`config.mk`:
```
export PLATFORM = sky130hd
export DESIGN_NAME = pid_controller_clamped_top
export DESIGN_NICKNAME = d
export VERILOG_FILES = /design/src/hdl/pcc_pkg.sv /design/src/hdl/pcc_div.sv /design/src/hdl/pcc_dpath.sv /design/src/hdl/pcc_ctrl.sv /design/src/hdl/pid_controller_clamped_top.sv
export SDC_FILE = /design/constraint.sdc
export NUM_CORES = 2
export LEC_CHECK = 0
export ABC_CLOCK_PERIOD_IN_PS = 13350
export BUFFER_PORTS_ARGS = -buffer_cell sky130_fd_sc_hd__buf_2
export CAP_MARGIN = 20
export CORE_AREA = 2 2 428 430
export CTS_BUF_LIST = sky130_fd_sc_hd__clkbuf_4 sky130_fd_sc_hd__clkbuf_8 sky130_fd_sc_hd__clkbuf_16
export DETAILED_ROUTE_END_ITERATION = 16
export DIE_AREA = 0 0 430 432
export SLEW_MARGIN = 20
export SYNTH_ARGS = -nofsm -noshare
export SYNTH_HDL_FRONTEND = slang
export SYNTH_SLANG_ARGS = --single-unit
```
`constraint.sdc`:
```
create_clock -name clk -period 13.35 [get_ports clk]
set_input_delay 2.0025 -clock clk [delete_from_list [all_inputs] [get_ports clk]]
set_output_delay 2.0025 -clock clk [all_outputs]
set_load 0.03 [all_outputs]
```
`src/hdl/pcc_pkg.sv`:
```
// ---------------------------------------------------------------------------
// pcc_pkg: shared types and constants for the clamped PID controller
// Widths of the fixed-point datapath, register indexes and the command and
// status bundles between controller and datapath.
// ---------------------------------------------------------------------------
`default_nettype none

package pcc_pkg;

    localparam int InW     = 16;               // measured / target / elapsed
    localparam int GainW   = 32;               // Q16.16 gains
    localparam int LimW    = 31;               // clamp magnitudes
    localparam int ErrW    = 17;               // target - measured
    localparam int DerrW   = 18;               // error - previous error
    localparam int ProdW   = GainW + DerrW;    // gain x error products
    localparam int MagW    = 48;               // |kd x derr| fits below 2^48
    localparam int HalfW   = MagW / 2;
    localparam int ScaleW  = 20;
    localparam int CmW     = HalfW + ScaleW;   // half-magnitude x 1e6
    localparam int NumW    = MagW + ScaleW;    // dividend width
    localparam int QuoW    = 52;               // quotient bits developed
    localparam int DivSteps = QuoW / 2;        // two quotient bits a cycle
    localparam int CntW    = $clog2(DivSteps + 1);
    localparam int DMagW   = 51;               // saturated derivative magnitude
    localparam int DW      = DMagW + 1;
    localparam int SumW    = DW + 1;
    localparam int IsumW   = ProdW + 1;

    localparam logic [ScaleW-1:0] UsPerSec = ScaleW'(1000000);
    localparam logic [DMagW-1:0]  DerivCap = DMagW'(1) << (DMagW - 1);

    localparam logic [2:0] REG_KP       = 3'd0;
    localparam logic [2:0] REG_KI       = 3'd1;
    localparam logic [2:0] REG_KD       = 3'd2;
    localparam logic [2:0] REG_INT_LIM  = 3'd3;
    localparam logic [2:0] REG_MAX_OUT  = 3'd4;

    typedef enum logic [1:0] {
        MUL_KP = 2'd0,
        MUL_KI = 2'd1,
        MUL_KD = 2'd2
    } mul_sel_t;

    typedef struct packed {
        logic     capture;
        mul_sel_t mul_sel;
        logic     mul_ld;
        logic     p_ld;
        logic     int_upd;
        logic     abs_ld;
        logic     cm_ld;
        logic     cm_hi;
        logic     num_ld;
        logic     div_start;
        logic     d_ld;
        logic     sum_ld;
        logic     out_ld;
    } pcc_cmd_t;

    typedef struct packed {
        logic el_zero;
        logic div_done;
        logic out_free;
    } pcc_sts_t;

endpackage

`default_nettype wire

```
`src/hdl/pcc_div.sv`:
```
// ---------------------------------------------------------------------------
// pcc_div: radix-4 restoring divider for the derivative term
// Divides the scaled magnitude by the elapsed time, two quotient bits per
// cycle, and saturates the quotient at the derivative cap.
// ---------------------------------------------------------------------------
`default_nettype none

module pcc_div (
    input  wire logic                        clk,
    input  wire logic                        rst_n,
    input  wire logic                        start,
    input  wire logic [pcc_pkg::NumW-1:0]    dividend,
    input  wire logic [pcc_pkg::InW-1:0]     divisor,
    output logic                             done,
    output logic [pcc_pkg::DMagW-1:0]        quotient
);
    import pcc_pkg::*;

    logic [CntW-1:0] cnt_reg, cnt_next;
    logic            busy_reg, busy_next;
    logic            done_reg, done_next;

    logic [InW-1:0]  rem_reg, rem_next;
    logic [QuoW-1:0] shf_reg, shf_next;
    logic [InW-1:0]  dvs_reg, dvs_next;
    logic            sat_reg, sat_next;

    logic [InW:0]    t1, t2;
    logic            ge1, ge2;
    logic [InW-1:0]  r1, r2;
    logic [InW-1:0]  top_bits;

    assign top_bits = dividend[NumW-1 -: InW];

    always_comb
    begin
        t1  = {rem_reg, shf_reg[QuoW-1]};
        ge1 = (t1 >= {1'b0, dvs_reg});
        r1  = ge1 ? InW'(t1 - {1'b0, dvs_reg}) : t1[InW-1:0];
        t2  = {r1, shf_reg[QuoW-2]};
        ge2 = (t2 >= {1'b0, dvs_reg});
        r2  = ge2 ? InW'(t2 - {1'b0, dvs_reg}) : t2[InW-1:0];
    end

    always_comb
    begin
        cnt_next  = cnt_reg;
        busy_next = busy_reg;
        done_next = done_reg;
        rem_next  = rem_reg;
        shf_next  = shf_reg;
        dvs_next  = dvs_reg;
        sat_next  = sat_reg;
        if (start)
        begin
            // high bits already at or above the divisor: quotient is at least 2^52
            rem_next  = top_bits;
            sat_next  = (top_bits >= divisor);
            shf_next  = dividend[QuoW-1:0];
            dvs_next  = divisor;
            cnt_next  = CntW'(DivSteps);
            busy_next = 1'b1;
            done_next = 1'b0;
        end
        else if (busy_reg)
        begin
            rem_next = r2;
            shf_next = {shf_reg[QuoW-3:0], ge1, ge2};
            cnt_next = cnt_reg - CntW'(1);
            if (cnt_reg == CntW'(1))
            begin
                busy_next = 1'b0;
                done_next = 1'b1;
            end
        end
    end

    always_ff @(posedge clk or negedge rst_n)
    begin
        if (!rst_n)
        begin
            cnt_reg  <= '0;
            busy_reg <= 1'b0;
            done_reg <= 1'b0;
        end
        else
        begin
            cnt_reg  <= cnt_next;
            busy_reg <= busy_next;
            done_reg <= done_next;
        end
    end

    always_ff @(posedge clk)
    begin
        rem_reg <= rem_next;
        shf_reg <= shf_next;
        dvs_reg <= dvs_next;
        sat_reg <= sat_next;
    end

    assign done = done_reg;

    always_comb
    begin
        if (sat_reg || (shf_reg > QuoW'(DerivCap)))
            quotient = DerivCap;
        else
            quotient = shf_reg[DMagW-1:0];
    end

endmodule

`default_nettype wire

```
`src/hdl/pcc_dpath.sv`:
```
// ---------------------------------------------------------------------------
// pcc_dpath: PID datapath
// Gain registers, shared gain multiplier, integral accumulator with clamp,
// derivative scaling and division, output sum with clamp and result register.
// ---------------------------------------------------------------------------
`default_nettype none

module pcc_dpath (
    input  wire logic                               clk,
    input  wire logic                               rst_n,
    input  wire pcc_pkg::pcc_cmd_t                  cmd,
    output pcc_pkg::pcc_sts_t                       sts,
    input  wire logic signed [pcc_pkg::InW-1:0]     measured,
    input  wire logic signed [pcc_pkg::InW-1:0]     target,
    input  wire logic [pcc_pkg::InW-1:0]            elapsed_us,
    input  wire logic                               cfg_valid,
    output logic                                    cfg_ready,
    input  wire logic [2:0]                         cfg_index,
    input  wire logic [pcc_pkg::GainW-1:0]          cfg_data,
    output logic                                    out_valid,
    input  wire logic                               out_ready,
    output logic signed [pcc_pkg::GainW-1:0]        drive,
    output logic                                    integral_clamped,
    output logic                                    output_clamped
);
    import pcc_pkg::*;

    // configuration and loop state
    logic signed [GainW-1:0] kp_reg, kp_next;
    logic signed [GainW-1:0] ki_reg, ki_next;
    logic signed [GainW-1:0] kd_reg, kd_next;
    logic [LimW-1:0]         ilim_reg, ilim_next;
    logic [LimW-1:0]         mout_reg, mout_next;
    logic signed [GainW-1:0] isum_reg, isum_next;
    logic signed [ErrW-1:0]  prev_reg, prev_next;
    logic                    ihit_reg, ihit_next;
    logic                    ovalid_reg, ovalid_next;

    // working registers
    logic signed [ErrW-1:0]  err_reg;
    logic signed [DerrW-1:0] derr_reg;
    logic [InW-1:0]          el_reg;
    logic signed [ProdW-1:0] prod_reg;
    logic signed [ProdW-1:0] p_reg;
    logic [MagW-1:0]         mag_reg;
    logic                    neg_reg;
    logic [CmW-1:0]          lo_reg;
    logic [CmW-1:0]          hi_reg;
    logic [NumW-1:0]         num_reg;
    logic signed [DW-1:0]    d_reg;
    logic signed [SumW-1:0]  sum_reg;
    logic signed [GainW-1:0] drive_reg;
    logic                    iclamp_reg;
    logic                    oclamp_reg;

    logic                    cfg_hit;
    logic signed [ErrW-1:0]  err_new;
    logic signed [DerrW-1:0] derr_new;
    logic signed [GainW-1:0] mul_a;
    logic signed [DerrW-1:0] mul_b;
    logic signed [ProdW-1:0] mul_p;
    logic signed [IsumW-1:0] isum_w;
    logic signed [IsumW-1:0] ilim_pos;
    logic signed [IsumW-1:0] ilim_neg;
    logic signed [GainW-1:0] isum_clamped;
    logic                    isum_hit;
    logic signed [ProdW-1:0] prod_neg;
    logic [HalfW-1:0]        cm_in;
    logic [CmW-1:0]          cm_p;
    logic [DMagW-1:0]        dmag;
    logic                    div_done;
    logic signed [SumW-1:0]  mout_pos;
    logic signed [SumW-1:0]  mout_neg;
    logic signed [GainW-1:0] drive_new;
    logic                    ohit;

    assign cfg_ready = 1'b1;

    always_comb
    begin
        cfg_hit   = 1'b0;
        kp_next   = kp_reg;
        ki_next   = ki_reg;
        kd_next   = kd_reg;
        ilim_next = ilim_reg;
        mout_next = mout_reg;
        if (cfg_valid)
        begin
            unique case (cfg_index)
                REG_KP:      begin kp_next   = cfg_data;              cfg_hit = 1'b1; end
                REG_KI:      begin ki_next   = cfg_data;              cfg_hit = 1'b1; end
                REG_KD:      begin kd_next   = cfg_data;              cfg_hit = 1'b1; end
                REG_INT_LIM: begin ilim_next = cfg_data[LimW-1:0];    cfg_hit = 1'b1; end
                REG_MAX_OUT: begin mout_next = cfg_data[LimW-1:0];    cfg_hit = 1'b1; end
                default:     cfg_hit = 1'b0;
            endcase
        end
    end

    assign err_new  = {target[InW-1], target} - {measured[InW-1], measured};
    assign derr_new = {err_new[ErrW-1], err_new} - {prev_reg[ErrW-1], prev_reg};

    // shared gain multiplier
    always_comb
    begin
        unique case (cmd.mul_sel)
            MUL_KP:
            begin
                mul_a = kp_reg;
                mul_b = {err_reg[ErrW-1], err_reg};
            end
            MUL_KI:
            begin
                mul_a = ki_reg;
                mul_b = {err_reg[ErrW-1], err_reg};
            end
            MUL_KD:
            begin
                mul_a = kd_reg;
                mul_b = derr_reg;
            end
            default:
            begin
                mul_a = kp_reg;
                mul_b = {err_reg[ErrW-1], err_reg};
            end
        endcase
    end

    assign mul_p = mul_a * mul_b;

    // integral update against its clamp; prod_reg holds ki x error here
    always_comb
    begin
        isum_w   = {{(IsumW-GainW){isum_reg[GainW-1]}}, isum_reg}
                 + {prod_reg[ProdW-1], prod_reg};
        ilim_pos = {{(IsumW-LimW){1'b0}}, ilim_reg};
        ilim_neg = -ilim_pos;
        if (isum_w > ilim_pos)
        begin
            isum_clamped = ilim_pos[GainW-1:0];
            isum_hit     = 1'b1;
        end
        else if (isum_w < ilim_neg)
        begin
            isum_clamped = ilim_neg[GainW-1:0];
            isum_hit     = 1'b1;
        end
        else
        begin
            isum_clamped = isum_w[GainW-1:0];
            isum_hit     = 1'b0;
        end
    end

    always_comb
    begin
        isum_next = isum_reg;
        prev_next = prev_reg;
        ihit_next = ihit_reg;
        if (cfg_hit)
        begin
            isum_next = '0;
            prev_next = '0;
        end
        else
        begin
            if (cmd.capture)
                prev_next = err_new;
            if (cmd.int_upd)
            begin
                isum_next = isum_clamped;
                ihit_next = isum_hit;
            end
        end
    end

    assign prod_neg = -prod_reg;

    // magnitude x 1e6 in two halves through one multiplier
    assign cm_in = cmd.cm_hi ? mag_reg[MagW-1:HalfW] : mag_reg[HalfW-1:0];
    assign cm_p  = CmW'(cm_in) * CmW'(UsPerSec);

    pcc_div u_div (
        .clk      (clk),
        .rst_n    (rst_n),
        .start    (cmd.div_start),
        .dividend (num_reg),
        .divisor  (el_reg),
        .done     (div_done),
        .quotient (dmag)
    );

    // output clamp
    always_comb
    begin
        mout_pos = {{(SumW-LimW){1'b0}}, mout_reg};
        mout_neg = -mout_pos;
        if (sum_reg > mout_pos)
        begin
            drive_new = mout_pos[GainW-1:0];
            ohit      = 1'b1;
        end
        else if (sum_reg < mout_neg)
        begin
            drive_new = mout_neg[GainW-1:0];
            ohit      = 1'b1;
        end
        else
        begin
            drive_new = sum_reg[GainW-1:0];
            ohit      = 1'b0;
        end
    end

    always_comb
    begin
        ovalid_next = ovalid_reg;
        if (cmd.out_ld)
            ovalid_next = 1'b1;
        else if (out_ready)
            ovalid_next = 1'b0;
    end

    always_ff @(posedge clk or negedge rst_n)
    begin
        if (!rst_n)
        begin
            kp_reg     <= '0;
            ki_reg     <= '0;
            kd_reg     <= '0;
            ilim_reg   <= '0;
            mout_reg   <= '0;
            isum_reg   <= '0;
            prev_reg   <= '0;
            ihit_reg   <= 1'b0;
            ovalid_reg <= 1'b0;
        end
        else
        begin
            kp_reg     <= kp_next;
            ki_reg     <= ki_next;
            kd_reg     <= kd_next;
            ilim_reg   <= ilim_next;
            mout_reg   <= mout_next;
            isum_reg   <= isum_next;
            prev_reg   <= prev_next;
            ihit_reg   <= ihit_next;
            ovalid_reg <= ovalid_next;
        end
    end

    always_ff @(posedge clk)
    begin
        if (cmd.capture)
        begin
            err_reg  <= err_new;
            derr_reg <= derr_new;
            el_reg   <= elapsed_us;
        end
        if (cmd.mul_ld)
            prod_reg <= mul_p;
        if (cmd.p_ld)
            p_reg <= prod_reg;
        if (cmd.abs_ld)
        begin
            neg_reg <= prod_reg[ProdW-1];
            mag_reg <= prod_reg[ProdW-1] ? prod_neg[MagW-1:0] : prod_reg[MagW-1:0];
            d_reg   <= '0;
        end
        if (cmd.cm_ld)
        begin
            if (cmd.cm_hi)
                hi_reg <= cm_p;
            else
                lo_reg <= cm_p;
        end
        if (cmd.num_ld)
            num_reg <= {hi_reg, {HalfW{1'b0}}} + {{HalfW{1'b0}}, lo_reg};
        if (cmd.d_ld)
            d_reg <= neg_reg ? -{1'b0, dmag} : {1'b0, dmag};
        if (cmd.sum_ld)
            sum_reg <= {{(SumW-ProdW){p_reg[ProdW-1]}}, p_reg}
                     + {{(SumW-GainW){isum_reg[GainW-1]}}, isum_reg}
                     + {d_reg[DW-1], d_reg};
        if (cmd.out_ld)
        begin
            drive_reg  <= drive_new;
            iclamp_reg <= ihit_reg;
            oclamp_reg <= ohit;
        end
    end

    assign sts.el_zero  = (el_reg == '0);
    assign sts.div_done = div_done;
    assign sts.out_free = !ovalid_reg || out_ready;

    assign out_valid        = ovalid_reg;
    assign drive            = drive_reg;
    assign integral_clamped = iclamp_reg;
    assign output_clamped   = oclamp_reg;

endmodule

`default_nettype wire

```
`src/hdl/pcc_ctrl.sv`:
```
// ---------------------------------------------------------------------------
// pcc_ctrl: PID sequencer
// One-hot state machine that steps the datapath through the three terms,
// the derivative division (skipped when elapsed is zero) and the output stage per transaction.
// ---------------------------------------------------------------------------
`default_nettype none

module pcc_ctrl (
    input  wire logic               clk,
    input  wire logic               rst_n,
    input  wire logic               in_valid,
    output logic                    in_ready,
    output pcc_pkg::pcc_cmd_t       cmd,
    input  wire pcc_pkg::pcc_sts_t  sts
);
    import pcc_pkg::*;

    typedef enum logic [12:0] {
        S_IDLE = 13'b0000000000001,
        S_MP   = 13'b0000000000010,
        S_MI   = 13'b0000000000100,
        S_MD   = 13'b0000000001000,
        S_ABS  = 13'b0000000010000,
        S_CLO  = 13'b0000000100000,
        S_CHI  = 13'b0000001000000,
        S_NSUM = 13'b0000010000000,
        S_DLD  = 13'b0000100000000,
        S_DIV  = 13'b0001000000000,
        S_DFIN = 13'b0010000000000,
        S_SUM  = 13'b0100000000000,
        S_OUT  = 13'b1000000000000
    } state_t;

    state_t state_reg, state_next;

    assign in_ready = (state_reg == S_IDLE);

    always_comb
    begin
        state_next = state_reg;
        cmd        = '0;
        cmd.mul_sel = MUL_KP;
        unique case (state_reg)
            S_IDLE:
            begin
                if (in_valid)
                begin
                    cmd.capture = 1'b1;
                    state_next  = S_MP;
                end
            end
            S_MP:
            begin
                cmd.mul_sel = MUL_KP;
                cmd.mul_ld  = 1'b1;
                state_next  = S_MI;
            end
            S_MI:
            begin
                cmd.mul_sel = MUL_KI;
                cmd.mul_ld  = 1'b1;
                cmd.p_ld    = 1'b1;
                state_next  = S_MD;
            end
            S_MD:
            begin
                // integral takes ki x error while kd x derr is formed
                cmd.mul_sel = MUL_KD;
                cmd.mul_ld  = 1'b1;
                cmd.int_upd = 1'b1;
                state_next  = S_ABS;
            end
            S_ABS:
            begin
                cmd.abs_ld = 1'b1;
                state_next = sts.el_zero ? S_SUM : S_CLO;
            end
            S_CLO:
            begin
                cmd.cm_ld  = 1'b1;
                state_next = S_CHI;
            end
            S_CHI:
            begin
                cmd.cm_ld  = 1'b1;
                cmd.cm_hi  = 1'b1;
                state_next = S_NSUM;
            end
            S_NSUM:
            begin
                cmd.num_ld = 1'b1;
                state_next = S_DLD;
            end
            S_DLD:
            begin
                cmd.div_start = 1'b1;
                state_next    = S_DIV;
            end
            S_DIV:
            begin
                if (sts.div_done)
                    state_next = S_DFIN;
            end
            S_DFIN:
            begin
                cmd.d_ld   = 1'b1;
                state_next = S_SUM;
            end
            S_SUM:
            begin
                cmd.sum_ld = 1'b1;
                state_next = S_OUT;
            end
            S_OUT:
            begin
                if (sts.out_free)
                begin
                    cmd.out_ld = 1'b1;
                    state_next = S_IDLE;
                end
            end
            default:
            begin
                state_next = S_IDLE;
            end
        endcase
    end

    always_ff @(posedge clk or negedge rst_n)
    begin
        if (!rst_n)
            state_reg <= S_IDLE;
        else
            state_reg <= state_next;
    end

endmodule

`default_nettype wire

```
`src/hdl/pid_controller_clamped_top.sv`:
```
// One input transaction is processed at a time: in_ready is high only while the
// sequencer is idle. The derivative divider, which retires two quotient bits a
// cycle, is skipped when elapsed_us is 0.
// A finished result waits in the output register while the next input is taken.
// Reset (rst_n, asynchronous) clears gains, limits, integral sum and last error.
// ---------------------------------------------------------------------------
// pid_controller_clamped_top: positional PID controller with integral clamp
// Q16.16 PID with clamped integral and output; configuration on its own port.
// ---------------------------------------------------------------------------
`default_nettype none

module pid_controller_clamped_top (
    input  wire logic                               clk,
    input  wire logic                               rst_n,
    input  wire logic                               in_valid,
    output logic                                    in_ready,
    input  wire logic signed [pcc_pkg::InW-1:0]     measured,
    input  wire logic signed [pcc_pkg::InW-1:0]     target,
    input  wire logic [pcc_pkg::InW-1:0]            elapsed_us,
    output logic                                    out_valid,
    input  wire logic                               out_ready,
    output logic signed [pcc_pkg::GainW-1:0]        drive,
    output logic                                    integral_clamped,
    output logic                                    output_clamped,
    input  wire logic                               cfg_valid,
    output logic                                    cfg_ready,
    input  wire logic [2:0]                         cfg_index,
    input  wire logic [pcc_pkg::GainW-1:0]          cfg_data
);
    import pcc_pkg::*;

    pcc_cmd_t cmd;
    pcc_sts_t sts;

    pcc_ctrl u_ctrl (
        .clk      (clk),
        .rst_n    (rst_n),
        .in_valid (in_valid),
        .in_ready (in_ready),
        .cmd      (cmd),
        .sts      (sts)
    );

    pcc_dpath u_dpath (
        .clk              (clk),
        .rst_n            (rst_n),
        .cmd              (cmd),
        .sts              (sts),
        .measured         (measured),
        .target           (target),
        .elapsed_us       (elapsed_us),
        .cfg_valid        (cfg_valid),
        .cfg_ready        (cfg_ready),
        .cfg_index        (cfg_index),
        .cfg_data         (cfg_data),
        .out_valid        (out_valid),
        .out_ready        (out_ready),
        .drive            (drive),
        .integral_clamped (integral_clamped),
        .output_clamped   (output_clamped)
    );

endmodule

`default_nettype wire

```
* Word-level counts from Yosys, hierarchy flattened
Index checks and enable logic that the tools add are counted.
** Operators by class
- Add/sub/neg operators :: 13
- Multipliers :: 2
- Magnitude comparators :: 8
- Equality and inequality tests :: 23
- Muxes and demuxes :: 56
- Bitwise operators :: 2
- Reductions and logical operators :: 23
** Operators with widths (count)
- 52-bit two-way mux :: 5
- 13-bit case mux with 13 select lines :: 1
- 32-bit two-way mux :: 5
- 68-bit by 44-bit adder with 68-bit output :: 1
- 16-bit two-way mux :: 4
- 32-bit case mux with 2 select lines :: 1
- 53-bit adder :: 1
- 53-bit by 32-bit > comparator with 1-bit output :: 1
- 53-bit < comparator :: 1
- 31-bit negator with 53-bit output :: 1
- 52-bit by 51-bit > comparator with 1-bit output, second input constant :: 1
- 51-bit negator with 52-bit output :: 1
- 32-bit by 50-bit adder with 51-bit output :: 1
- 50-bit by 32-bit adder with 51-bit output :: 1
- 51-bit by 32-bit > comparator with 1-bit output :: 1
- 51-bit < comparator :: 1
- 51-bit two-way mux :: 1
- 31-bit negator with 51-bit output :: 1
- 32-bit by 18-bit multiplier with 50-bit output :: 1
- 48-bit two-way mux :: 1
- 48-bit negator :: 1
- 13-bit two-way mux :: 3
- 24-bit by 14-bit multiplier with 38-bit output, second input constant :: 1
- 17-bit by 16-bit >= comparator with 1-bit output :: 2
- other kinds (44) :: 89
** Word-level totals
- Bits in registers :: 797
- Input bits :: 88
- Output and inout port bits :: 37
- Word-level logic and storage cells :: 160

* Logic depth before layout (Yosys ltp)
- Depth in word-level cells :: 6
- Mapped depth :: 38
- Mapped depth without buffers :: 36

* Modules after synthesis
A second synthesis with hierarchy kept.
** Unflattened totals
- Cells, all modules :: 7333
- Area, all modules :: 74101.1 µm²
** Modules (own cells, without submodules)
- pcc_dpath :: times used 1, cells an instance 6627, area an instance 66615.1 µm²
- pcc_div :: times used 1, cells an instance 612, area an instance 6560.0 µm²
- pcc_ctrl :: times used 1, cells an instance 94, area an instance 925.9 µm²

* Worst setup path after synthesis
OpenSTA, ideal clock, no wires.
- Path type :: flip-flop to flip-flop
- Start :: reg u_ctrl.state_reg[9]
- End :: reg u_dpath.prod_reg[46], data pin
- Setup time :: 259 ps
- Arrival :: 10486 ps
- Slack :: 2605 ps
- Stages on the path, launching flop included :: 37
- Period minus slack after synthesis :: 10745 ps
- Cell sequence :: dfrtp_1 or3_1 nor3_1 nand2_1 or3_1 or3b_2 inv_1 ha_1 clkbuf_1 a22oi_1 o21ai_0 clkbuf_1 nand2_1 fa_1 inv_1 fa_1 inv_1 fa_1 fa_1 inv_1 fa_1 inv_1 fa_1 inv_1 ha_1 a21o_1 a21oi_1 o211ai_1 a41o_1 a32o_1 o41ai_1 o211ai_1 o211ai_1 a31oi_1 a41oi_1 nor4bb_1 a211o_1
** On the way
- Word-level cells in the longest chain between the ends :: 5
** RTL lines
- start: declaration :: RTL line pcc_ctrl.sv:34 : state_t state_reg, state_next;
- start signal: assignment :: RTL line pcc_ctrl.sv:134 : state_reg <= state_next;
- 13-bit by 4-bit == test with 1-bit output (tied with other cells) :: RTL line pcc_ctrl.sv:43 : unique case (state_reg)
- 3-bit case mux with 3 select lines * :: RTL line pcc_ctrl.sv:43
- 2-bit == test / 2-bit by 1-bit == test with 1-bit output (equally long branches) :: RTL line pcc_dpath.sv:106 : unique case (cmd.mul_sel)
- 32-bit case mux with 2 select lines / 18-bit two-way mux (equally long branches) :: RTL line pcc_dpath.sv:106
- 32-bit by 18-bit multiplier with 50-bit output * :: RTL line pcc_dpath.sv:130 : assign mul_p = mul_a * mul_b;
- named net u_dpath.mul_p[46] :: RTL line pcc_dpath.sv:61 : logic signed [ProdW-1:0] mul_p;
- end signal: assignment :: RTL line pcc_dpath.sv:262 : prod_reg <= mul_p;
- end: declaration :: RTL line pcc_dpath.sv:43 : logic signed [ProdW-1:0] prod_reg;
The timed path passes the listed nets; every way through them passes the cells marked *.
A chain may end at the register's enable or synchronous reset.

* Worst setup path after layout
- Start :: reg u_ctrl.state_reg[8]
- End :: reg u_dpath.prod_reg[49], data pin
The elaborated chain is that of the path after synthesis.

==> summary.md <==
| Metric | Value |
|---|---|
| Outcome | complete, no violations |
| Layout cells sized above 1 | 8.25% |
| GRT Total Usage | 24.3% |
| WP data required | 13.81 ns |
| Synth top area cells | edfxtp_1 23%, fa_1 18%, ha_1 11%, dfrtp_1 7.7%, inv_1 5.1% |
| Distinct cells, synth | 92 |
| Setup TNS Final | 0 ns |
| Syn_nets | 8920 |
| Clock slew at the register clock pins of the worst setup and hold paths | 0.06 ns |
| Slew headroom | 20.4% |
| Crit path kind | flip-flop to flip-flop |
| CP peak stage delay | 0.93 ns |
| Critical path data arrival time | 12.40 ns |
| IO buf count | 123 |
| Nets | 9016 |
| Flops & latches, synth | 791 |
| Num CTS Buffers | 88 |
| Max-cap violations | 0 |
| Final Hold Viols | 0 |
| Reg2Reg Depth | 34 |
| Yosys warning count | 0 |
| Vias | 56176 |
| Reg2reg end | u_dpath.prod_reg[49]$_DFFE_PP_ |
| Fmax | 83.7 MHz |
| Number of global-route vias before repair | 56034 |
| Crit path launch type | flip-flop |
| Actual slew at the worst max-slew pin | 1.19 ns |
| Vias per inst | 5.58 |
| TritonCTS clock tree | yes |
| Final period utilization | 89.5% |
| Num rows | 157 |
| Critical Path End Type | flip-flop |
| DRC viols | 0 |
| Slowest CP cell | o21ai_1 |
| Detailed Place HPWL | 183 mm |
| Wire per inst | 22.5 um |
| Initial antenna violation count | 16 |
| Die height | 432 um |
| Most used cell, CP | inv_1 |
| Clock sinks | 791 |
| Grt ovf | 0 |
| Hold path depth | 0 |
| Largest register FFs | 62 |
| Crit path buf inv count | 5 |
| Worst reg2reg setup slack | 1.41 ns |
| Initial core utilization | 40.6% |
| Worst-Skew Late Latency | 0.73 ns |
| First-pass GRT wire length | 343 mm |
| Max Root-Sink Buffers | 3 |
| Final setup fails | 0 |
| Synth-to-Final Area Change | 9.10% |
| Die area | 186000 um2 |
| WHS Endpoint | u_dpath.num_reg[19]$_DFFE_PP_ |
| WL final | 227 mm |
| Largest area contributor in the netlist | edfxtp_1 |
| Post-route ant nets | 0 |
| Minimum clock period | 11.94 ns |
| HP Class | flip-flop to flip-flop |
| Worst Hold Launch | u_dpath.lo_reg[19]$_DFFE_PP_ |
| Synth top area share | 22.9% |
| Primary FF master, synth | edfxtp_1 |
| Root Buffer | clkbuf_16 |
| Synthesized area per cell | 9.82 um2 |
| Final GP Congestion | 0.970 |
| Initial DRC count | 4635 |
| RSZ-0062 raised after global routing | false |
| Postcts setup bufs | 0 |
| Most common cell in the synthesized netlist | inv_1 |
| Post-Synthesis Cells | 7506 |
| Clock H-tree levels | 3 |
| Sequential-to-total area share from yosys stat | 30.7% |
| Core Area | 182000 um2 |
| Crit-path leading delay family | compound AO/OA/AOI/OAI gates |
| Slew Viols, Final | 0 |
| Largest net degree at the start of global routing | 91 |
| Worst r2r src | u_ctrl.state_reg[8]$_DFFE_PN0P_ |
| Ys async rst share | 29.0% |
| Worst-path fanout max | 58 |
| CTS hold repair buffers | 0 |
| Synth top cells by count | 1003 x inv_1, 855 x nand2_1, 670 x ha_1 |
| Chip width | 430 um |
| Post-synth EDFFs | 562 |
| Drt pass-1 iters | 6 |
| Worst Clk Skew | 0.0476 ns |
| CTS-repair resized insts | 0 |
| Synth Cell Area | 73700 um2 |
| Ports | 125 |
cell type report:
cell class	count	area (um2)
Antenna cell	5	12.5
Clock buffer	111	2420
Clock inverter	53	507
Fill cell	17271	101000
Inverter	1004	3770
Multi-Input combinational cell	5479	46600
Sequential cell	791	22600
Tap cell	2385	2980
Timing Repair Buffer	238	1490
cell families (layout without fill, tap and decap cells):
group | count (synthesis) | in the layout | share of synthesized area, %
flip-flops | 791 | 791 | 30.7
AND/OR/NAND/NOR | 2144 | 2144 | 13.4
buffers and inverters | 1236 | 1406 | 6.30
AO/OA/AOI/OAI | 1342 | 1342 | 11.8
XOR/XNOR | 417 | 417 | 4.97
other | 1 | 6 | 0.00509
multiplexers | 249 | 249 | 3.64
adder cells (fa/ha/maj) | 1326 | 1326 | 29.2
cell usage in the layout (no fill, tap or decap), types with 95 or more instances in the layout:
cell and instances:
buf_4 114, buf_2 122, mux2_2 152, xnor2_1 318
a21o_1 176, nor3_1 95, nor2_1 558, a21oi_1 349
dfrtp_1 228, ha_1 668, nand2_1 853, o21ai_0 269
xor2_1 97, nand3_1 106, fa_1 656, inv_1 1001
edfxtp_1 562
through the flow:
stage          worst slack [ns]  hold slack (ns)  instance area (um2)  util (%)  cells
6_report                   1.41            0.387                80400      44.3  10066
5_1_grt                   0.975            0.391                80400      44.3  10062
4_1_cts                    1.66            0.386                80400      44.2  10061
3_5_place_dp               1.68            0.405                77500      42.6   9897
3_3_place_gp               1.88            0.404                77500      42.6   9897
2_1_floorplan              2.60            0.400                73700         -   7506
worst reg2reg max path: cells and delay by family (launching register included):
| kind | cells | cell delay, ns |
|---|---|---|
| compound gates | 11 | 4.53 |
| fa+ha+maj | 9 | 3.60 |
| xor+xnor | 1 | 0.15 |
| flops | 1 | 0.45 |
| buf+inv | 5 | 0.50 |
| simple gates | 8 | 2.47 |
how the worst max path moves through the flow:
stage,cells past startpoint,start,end
after floorplan,36,u_ctrl.state_reg[9]$_DFFE_PN0P_,u_dpath.prod_reg[46]$_DFFE_PP_
after global placement,34,u_ctrl.state_reg[8]$_DFFE_PN0P_,u_dpath.prod_reg[49]$_DFFE_PP_
after detailed placement,34,u_ctrl.state_reg[8]$_DFFE_PN0P_,u_dpath.prod_reg[49]$_DFFE_PP_
after CTS,34,u_ctrl.state_reg[8]$_DFFE_PN0P_,u_dpath.prod_reg[49]$_DFFE_PP_
after global routing,34,u_ctrl.state_reg[8]$_DFFE_PN0P_,u_dpath.prod_reg[49]$_DFFE_PP_
final,34,u_ctrl.state_reg[8]$_DFFE_PN0P_,u_dpath.prod_reg[49]$_DFFE_PP_
routing by layer:
layer | GRT usage (%) | up-vias | part of all wire (%)
li1 | - | 25869 | -
met3 | 3.23 | 394 | 6.2
met4 | 10.1 | 0 | 4.6
met5 | 0 | - | 0
met1 | 32.0 | 28012 | 42
met2 | 40.4 | 1901 | 47
Power is not shown: default switching activity piles up to over one toggle a cycle in this logic, so the estimate is an artifact.
